<file path="config.mk">
export PLATFORM = sky130hd
export DESIGN_NAME = pn2d_lerp
export DESIGN_NICKNAME = d
export VERILOG_FILES = /design/src/rtl/pn2d_pkg.sv /design/src/rtl/pn2d_lerp.sv
export SDC_FILE = /design/constraint.sdc
export NUM_CORES = 2
export LEC_CHECK = 0
export BUFFER_PORTS_ARGS = -buffer_cell sky130_fd_sc_hd__clkbuf_2
export CAP_MARGIN = 20
export CORE_MARGIN = 4
export CORE_UTILIZATION = 35
export DETAILED_ROUTE_END_ITERATION = 7
export SLEW_MARGIN = 25
export SYNTH_ARGS = -nofsm -noshare
export SYNTH_HDL_FRONTEND = slang
export SYNTH_SLANG_ARGS = --single-unit
</file>
<file path="constraint.sdc">
create_clock -name clk_i -period 9.4 [get_ports clk_i]
set_input_delay 0.47 -clock clk_i [delete_from_list [all_inputs] [get_ports clk_i]]
set_output_delay 0.47 -clock clk_i [all_outputs]
set_load 0.05 [all_outputs]
</file>
<file path="src/rtl/pn2d_pkg.sv">
// ----------------------------------------------------------------------------
// pn2d_pkg
// Shared constants, types and the gradient sine table for the 2-D noise block.
// ----------------------------------------------------------------------------
package pn2d_pkg;

  // Fixed-point formats.
  localparam int unsigned FRAC_BITS  = 16;
  localparam int unsigned INT_BITS   = 24;
  localparam int unsigned ANGLE_BITS = 10;
  localparam int unsigned COORD_W    = INT_BITS + FRAC_BITS;
  localparam int unsigned HASH_W     = 32;
  localparam int unsigned OUT_W      = 18;
  localparam int unsigned OUT_FRAC   = 16;
  localparam int unsigned IN_TDATA_W  = ((2 * COORD_W + 7) / 8) * 8;
  localparam int unsigned OUT_TDATA_W = ((OUT_W + 7) / 8) * 8;
  localparam int unsigned QUARTER    = 1 << (ANGLE_BITS - 2);

  // Working widths along the datapath.
  localparam int unsigned OFS_W  = FRAC_BITS + 1;  // corner offset, signed
  localparam int unsigned GRAD_W = FRAC_BITS + 2;  // gradient component, signed
  localparam int unsigned DOT_W  = FRAC_BITS + 3;  // corner dot product, signed
  localparam int unsigned LERP_W = FRAC_BITS + 4;  // blended value, signed
  localparam int unsigned PROD_W = LERP_W + 1 + FRAC_BITS + 1;

  // Hash multipliers and sine series constants.
  localparam logic [HASH_W-1:0] HASH_MUL_A = 32'd3284157443;
  localparam logic [HASH_W-1:0] HASH_MUL_B = 32'd1911520717;
  localparam logic [HASH_W-1:0] HASH_MUL_C = 32'd2048419325;
  localparam logic [63:0] PI_HALF_Q30 = 64'd1686629713;
  localparam logic [63:0] ONE_Q30     = 64'd1073741824;

  typedef logic [FRAC_BITS-1:0]             frac_t;
  typedef logic [ANGLE_BITS-1:0]            angle_t;
  typedef logic [FRAC_BITS:0]               sin_mag_t;
  typedef sin_mag_t [QUARTER:0]             sin_tab_t;
  typedef logic signed [OFS_W-1:0]          ofs_t;
  typedef logic signed [GRAD_W-1:0]         grad_t;
  typedef logic signed [DOT_W-1:0]          dot_t;
  typedef logic signed [LERP_W-1:0]         lerp_t;
  typedef logic [HASH_W-1:0]                hword_t;

  // Quarter-wave sine of (pi/2 * m / QUARTER), Q30 Taylor series in Horner form,
  // rounded to FRAC_BITS. Used only to build the constant table.
  function automatic sin_mag_t quarter_sin(logic [63:0] m);
    logic [63:0] x;
    logic [63:0] x2;
    logic [63:0] t;
    logic [63:0] s;
    x  = (PI_HALF_Q30 * m) >> (ANGLE_BITS - 2);
    x2 = (x * x) >> 30;
    t  = ONE_Q30;
    t  = ONE_Q30 - ((x2 * t) >> 30) / 64'd110;
    t  = ONE_Q30 - ((x2 * t) >> 30) / 64'd72;
    t  = ONE_Q30 - ((x2 * t) >> 30) / 64'd42;
    t  = ONE_Q30 - ((x2 * t) >> 30) / 64'd20;
    t  = ONE_Q30 - ((x2 * t) >> 30) / 64'd6;
    s  = (x * t) >> 30;
    if (s > ONE_Q30) begin
      s = ONE_Q30;
    end
    s = (s + (64'd1 << (29 - FRAC_BITS))) >> (30 - FRAC_BITS);
    return s[FRAC_BITS:0];
  endfunction

  function automatic sin_tab_t build_sin_tab();
    sin_tab_t tab;
    for (int m = 0; m <= QUARTER; m++) begin
      tab[m] = quarter_sin(64'(m));
    end
    return tab;
  endfunction

  localparam sin_tab_t SIN_TAB = build_sin_tab();

  // Signed sine of angle k * 2pi / 2^ANGLE_BITS from the quarter-wave table.
  function automatic grad_t angle_sin(angle_t k);
    logic [1:0]            q;
    logic [ANGLE_BITS-3:0] r;
    logic [ANGLE_BITS-2:0] m;
    grad_t                 s;
    q = k[ANGLE_BITS-1 -: 2];
    r = k[ANGLE_BITS-3:0];
    m = q[0] ? ((ANGLE_BITS-1)'(QUARTER) - {1'b0, r}) : {1'b0, r};
    s = grad_t'({1'b0, SIN_TAB[m]});
    return q[1] ? -s : s;
  endfunction

  function automatic hword_t rot16(hword_t v);
    return {v[15:0], v[31:16]};
  endfunction

endpackage

</file>
<file path="src/rtl/pn2d_lerp.sv">
// ----------------------------------------------------------------------------
// pn2d_lerp
// Two-level linear blend along x then y, rounding and saturation to Q2.16.
// ----------------------------------------------------------------------------
module pn2d_lerp (
  input  logic                        clk_i,
  input  logic                        rst_ni,
  input  logic                        adv_i,
  input  logic                        valid_i,
  input  pn2d_pkg::dot_t [3:0]        dot_i,
  input  pn2d_pkg::frac_t             fx_i,
  input  pn2d_pkg::frac_t             fy_i,
  output logic                        valid_o,
  output logic signed [pn2d_pkg::OUT_W-1:0] noise_o
);
  import pn2d_pkg::*;

  typedef logic signed [PROD_W-1:0] prod_t;
  localparam prod_t HALF    = prod_t'(1) <<< (FRAC_BITS - 1);
  localparam prod_t OUT_MAX = (prod_t'(1) <<< (OUT_W - 1)) - prod_t'(1);
  localparam prod_t OUT_MIN = -(prod_t'(1) <<< (OUT_W - 1));

  logic [3:0]       v_q;
  prod_t [1:0]      px_q, px_d;
  lerp_t [1:0]      ax_q;
  frac_t [1:0]      fy_q;
  lerp_t [1:0]      r_q, r_d;
  prod_t            py_q, py_d;
  lerp_t            r0_q;
  prod_t            v_full;
  logic signed [OUT_W-1:0] out_q, out_d;

  // Stage 1: (b - a) * fx for both rows.
  always_comb begin
    px_d[0] = (prod_t'(dot_i[1]) - prod_t'(dot_i[0])) * prod_t'({1'b0, fx_i});
    px_d[1] = (prod_t'(dot_i[3]) - prod_t'(dot_i[2])) * prod_t'({1'b0, fx_i});
  end

  // Stage 2: add the rounded step to each row's start.
  always_comb begin
    for (int k = 0; k < 2; k++) begin
      r_d[k] = lerp_t'(prod_t'(ax_q[k]) + ((px_q[k] + HALF) >>> FRAC_BITS));
    end
  end

  // Stage 3: (r1 - r0) * fy.
  assign py_d = (prod_t'(r_q[1]) - prod_t'(r_q[0])) * prod_t'({1'b0, fy_q[1]});

  // Stage 4: final blend and saturation; FRAC_BITS equals the output fraction.
  always_comb begin
    v_full = prod_t'(r0_q) + ((py_q + HALF) >>> FRAC_BITS);
    if (v_full > OUT_MAX) begin
      out_d = OUT_MAX[OUT_W-1:0];
    end else if (v_full < OUT_MIN) begin
      out_d = OUT_MIN[OUT_W-1:0];
    end else begin
      out_d = v_full[OUT_W-1:0];
    end
  end

  always_ff @(posedge clk_i or negedge rst_ni) begin
    if (!rst_ni) begin
      v_q <= '0;
    end else if (adv_i) begin
      v_q <= {v_q[2:0], valid_i};
    end
  end

  always_ff @(posedge clk_i) begin
    if (adv_i) begin
      px_q    <= px_d;
      ax_q[0] <= lerp_t'(dot_i[0]);
      ax_q[1] <= lerp_t'(dot_i[2]);
      fy_q    <= {fy_q[0], fy_i};
      r_q     <= r_d;
      py_q    <= py_d;
      r0_q    <= r_q[0];
      out_q   <= out_d;
    end
  end

  assign valid_o = v_q[3];
  assign noise_o = out_q;

endmodule

</file>
=== After elaboration in Yosys (flattened, before gate mapping) ===
Cells that the tools add are included.

* Bitwise logic cells: 0
* Add/sub/neg operators: 9
* Equal/unequal tests: 0
* Div/mod/pow operators: 0
* Mux-type cells: 1
* Shifts and indexed selects: 0
* Magnitude comparators: 2
* Multiply operators: 3
* Reduce and logical (&&, ||, !) cells: 0

{| class="wikitable"
|+ Operator list
! cell !! count
|-
| adder 36 x 17 -> 36 bit, second input constant || 2
|-
| multiplier 20 x 17 -> 36 bit || 2
|-
| adder 19 x 20 -> 20 bit || 2
|-
| subtractor 19 x 19 -> 20 bit || 2
|-
| adder 38 x 17 -> 38 bit, second input constant || 1
|-
| multiplier 21 x 17 -> 38 bit || 1
|-
| adder 20 x 22 -> 23 bit || 1
|-
| > comparator 23 x 18 -> 1 bit, second input constant || 1
|-
| < comparator 23 x 18 -> 1 bit, second input constant || 1
|-
| subtractor 20 x 20 -> 21 bit || 1
|-
| 2-to-1 mux 18 bit || 1
|}

* Latch bits: 0
* Register bits: 262
* ROM bits: 0
* Bits in writable memories: 0
* Word-level logic and storage cells: 27
* Bits of input ports: 112
* Output and inout port bits: 19
* Memories kept: 0

=== Logic depth before layout (Yosys ltp) ===
* Depth in word-level cells: 4
* Gate-level depth with buffers: 36

=== Least setup slack after synthesis ===
No wires, ideal clock.

* Kind: input to register
* From: input port dot_i[57] in the netlist's numbering
* To: register px_q[73] in the netlist's numbering, data pin
* Cell stages on the path: 33
* Slack: 1036 ps
* Data required time: 9140 ps
* Library setup time: 260 ps
* Path buffers: 1
* Data arrival time: 8104 ps
* Cell sequence: inv_1 -> ha_1 -> inv_1 -> fa_1 -> a21o_1 -> a21oi_1 -> o21bai_1 -> a21oi_1 -> o21ai_1 -> a31oi_1 -> o21ai_0 -> o31a_1 -> clkbuf_1 -> nor4_1 -> a311oi_1 -> fa_1 -> fa_1 -> fa_1 -> inv_1 -> fa_1 -> fa_1 -> inv_1 -> fa_1 -> inv_1 -> ha_1 -> a21o_1 -> a21oi_1 -> nand3b_1 -> o31a_1 -> a211oi_1 -> o211ai_1 -> a21oi_1 -> xnor2_1

{| class="wikitable"
|+ RTL lines
! item !! RTL line !! text
|-
| from (decl) || pn2d_lerp.sv:10 || <nowiki>input pn2d_pkg::dot_t [3:0] dot_i,</nowiki>
|-
| to (signal assigned) || pn2d_lerp.sv:71 || <nowiki>px_q <= px_d;</nowiki>
|-
| to (decl) || pn2d_lerp.sv:24 || <nowiki>prod_t [1:0] px_q, px_d;</nowiki>
|}

=== Final worst setup path ===
* From: register r_q[0] in the netlist's numbering
* To: register py_q[32], data pin

* Cells in the longest elaborated chain, start to end: 2

{| class="wikitable"
|+ Ends and longest elaborated chain
! item !! RTL line !! text
|-
| from (decl) || pn2d_lerp.sv:27 || <nowiki>lerp_t [1:0] r_q, r_d;</nowiki>
|-
| from (signal assigned) || pn2d_lerp.sv:75 || <nowiki>r_q <= r_d;</nowiki>
|-
| subtractor 20 x 20 -> 21 bit || pn2d_lerp.sv:47 || <nowiki>assign py_d = (prod_t'(r_q[1]) - prod_t'(r_q[0])) * prod_t'({1'b0, fy_q[1]});</nowiki>
|-
| multiplier 21 x 17 -> 38 bit || pn2d_lerp.sv:47 ||
|-
| via py_d[32] || pn2d_lerp.sv:28 || <nowiki>prod_t py_q, py_d;</nowiki>
|-
| to (signal assigned) || pn2d_lerp.sv:76 || <nowiki>py_q <= py_d;</nowiki>
|-
| to (decl) || pn2d_lerp.sv:28 ||
|}

The timed path passes the listed nets, and every way through them passes these cells.
A chain may end at the register's enable or synchronous reset.

==> results.cfg <==
[detailed_routing]
drc = 0
vias = 34700
viasPerCell = 4.83
wl_per_cell_um = 17.8
drt-initial-drc-count = 1752
wl_mm = 128
firstDrtPassIters = 5
ant_nets = 0

[critical_path]
worstSetupEndpointType = register
cp_common_cell = fa_1
reg2reg_slack_ns = 0.57
cp_data_required_time_ns = 9.72
crit_end = py_q[32]
crit_family = adder cells
startpoint_type = register
crit_type = register to register
r2r_end = py_q[32]
crit_slowest_cell = fa_1
worstPathArrival_ns = 9.15
r2r-start = r_q[0]
critPathLaunch = r_q[0]
slowest_delay_ns = 0.56
crit_buf_inv = 5
cp_max_fo = 9
cp.depth = 34
reg2reg_depth = 34

[clock_tree]
clk_path_buf_depth = 3
clockRootBuffer = clkbuf_16
htreeDepth = 2
clock-sinks = 217
clk_pin_slew_ns = 0.05
cts_made_buffers = 35
cts_tree = done
postCtsSetupRepairBufs = 0
clk_latency_ns = 0.58

[placement]
gp_congestion = 0.854
post-dp-hpwl_mm = 103
place_inst = 7116
portBuffers = 130

[min_path]
hold_path.class = input pin to register

[timing]
clock-skew-final_ns = 0.0271
max_freq_ghz = 0.113
hold_viol_final = 0
relSlewSlack_pct = 26.8
period_needed_ns = 8.83
worstMarginPinSlew_ns = 1.09
rsz0062_at_grt = no
period_share_pct = 93.9
drv_slew = 0
setup_viol = 0
fin_tns_setup_ns = 0

[floorplan]
die_h_um = 381
fp.coreArea_um2 = 138000
io_pins = 131
dieArea_um2 = 145000
row_count = 136
die_w_um = 381
start_util_pct = 35.3

[yosys]
seq_area_frac_synth_pct = 13.3
syn-num-nets = 6666
synth_top_cell_area_share_pct = 39.4
ys_warn_count = 0
postSynth.asyncResetShare_pct = 1.84
synth_area_leader_cell = fa_1
synth.area.top_cells = fa_1, edfxtp_1, ha_1
ys_seq_elements = 217
synth_cell_type_count = 79
syn-cell-area_um2 = 48800
synth_edf_count = 213
synthCells = 5203
synth.avg_cell_area_um2 = 9.38
synth_flop_cell = edfxtp_1

[finish]
syn2layout_area_growth_pct = 8.90
instances_no_fill = 7179
layout-drive-gt1-share_pct = 6.81
nets = 6754

[grt]
track_usage_pct = 18.0
overflow = 0
antenna_found_initial = 4
grt_pass1_wl_mm = 208
grt_max_degree = 106
grt_pass1_vias = 37300

[outcome]
status = complete, no violations

[flow_run]
cap_violations = 0
## cell usage after synthesis, types with 8 or more instances
| library cell | count |
|---|---|
| a21oi_1 | 102 |
| clkbuf_1 | 191 |
| edfxtp_1 | 213 |
| a21o_1 | 69 |
| nand2_1 | 639 |
| nor3_1 | 37 |
| ha_1 | 390 |
| o21a_1 | 44 |
| xnor2_1 | 173 |
| o21bai_1 | 14 |
| and3_1 | 55 |
| mux2_2 | 15 |
| xor2_1 | 66 |
| nand4_1 | 19 |
| mux2i_1 | 8 |
| nand3_1 | 77 |
| nor2b_1 | 83 |
| o211ai_1 | 23 |
| and2_1 | 303 |
| o31ai_1 | 13 |
| nor4_1 | 20 |
| o21ai_1 | 8 |
| o21ai_0 | 75 |
| fa_1 | 961 |
| nand2b_1 | 50 |
| or3_1 | 11 |
| a311o_1 | 8 |
| a311oi_1 | 10 |
| a211oi_1 | 16 |
| nor2_1 | 126 |
| inv_1 | 1241 |
| a21oi_2 | 10 |
| a31oi_1 | 17 |
| and4_1 | 8 |
## logic make-up (layout without fill, tap and decap cells)
group,count (synthesis),in the layout,share of synthesized area [%]
muxes,23,23,0.510
other,0,2,0
adders and majority gates,1357,1357,49.6
xor gates and xnor gates,239,239,4.29
AOI/OAI and AO/OA,469,469,6.49
and+or+nand+nor,1457,1457,14.7
DFF,217,217,13.3
buffers and inverters,1441,1552,11.1
## state kept, by name (all words and copies together) (netlist names)
name / cells
r0_q: 20
r_q: 40
v_q: 4
ax_q: 38
noise_o: 18
px_q: 42
fy_q: 32
py_q: 23
## cell usage in the layout (no fill, tap or decap), types with 17 or more instances in the layout
master,netlist,layout
nor3_1,37,36
buf_4,0,119
nor2b_1,83,83
ha_1,390,390
nand3_1,77,77
o21ai_0,75,74
nor2_1,126,124
o211ai_1,23,23
nand2_1,639,638
clkbuf_16,0,37
o21a_1,44,44
nand2b_1,50,50
xnor2_1,173,168
and3_1,55,55
nand4_1,19,19
a21o_1,69,69
and2_1,303,303
fa_1,961,961
a21oi_1,102,102
xor2_1,66,65
edfxtp_1,213,213
clkbuf_2,0,128
inv_1,1241,1241
nor4_1,20,20
a31oi_1,17,17
## how the worst min path moves through the flow
stage	startpoint	endpoint	slack, ns	cells past startpoint
global placement	rst_ni	v_q[0]	0.28	1
finish	fy_i[12]	fy_q[12]	0.08	1
CTS	fy_i[11]	fy_q[11]	0.02	1
floorplan	rst_ni	v_q[0]	0.17	0
detailed placement	rst_ni	v_q[1]	0.28	1
global route	fy_i[3]	fy_q[3]	0.04	1
## metrics by stage
| step | util, % | setup slack (ns) | cell area (um^2) | hold WS, ns |
|---|---|---|---|---|
| 2_1_floorplan | - | 1.04 | 48800 | 0.174 |
| 3_3_place_gp | 37.6 | 0.184 | 51900 | 0.277 |
| 6_report | 38.5 | 0.572 | 53100 | 0.0802 |
| 3_5_place_dp | 37.7 | 0.0459 | 52000 | 0.280 |
| 5_1_grt | 38.5 | 0.0209 | 53100 | 0.0426 |
| 4_1_cts | 38.5 | 0.354 | 53100 | 0.0230 |
## layer usage
layer / track usage (%) / routed length [um]
met1: 23.0 / 53200
met2: 32.4 / 65800
met5: 0 / 13
met4: 4.35 / 2900
met3: 2.03 / 5610
## what timing repair did
item	4_1_cts	5_1_grt
resized for setup	0	7
hold endpoints to repair	4	0
setup endpoints to repair	0	10
hold buffers	1	0
## final cells by class
cell class / instances / area, um^2
diodes: 2 / 5.00
repair buffers: 251 / 1580
well taps: 1863 / 2330
multi-input cells: 3545 / 36900
inverters: 1241 / 4660
clock buffers: 41 / 941
flip-flops and latches: 217 / 6500
fillers: 13800 / 84900
clock inverters: 19 / 164
Power is left out: the tool's default activity adds up to more than one toggle a clock period on the data nets, which glitch-free logic cannot reach.
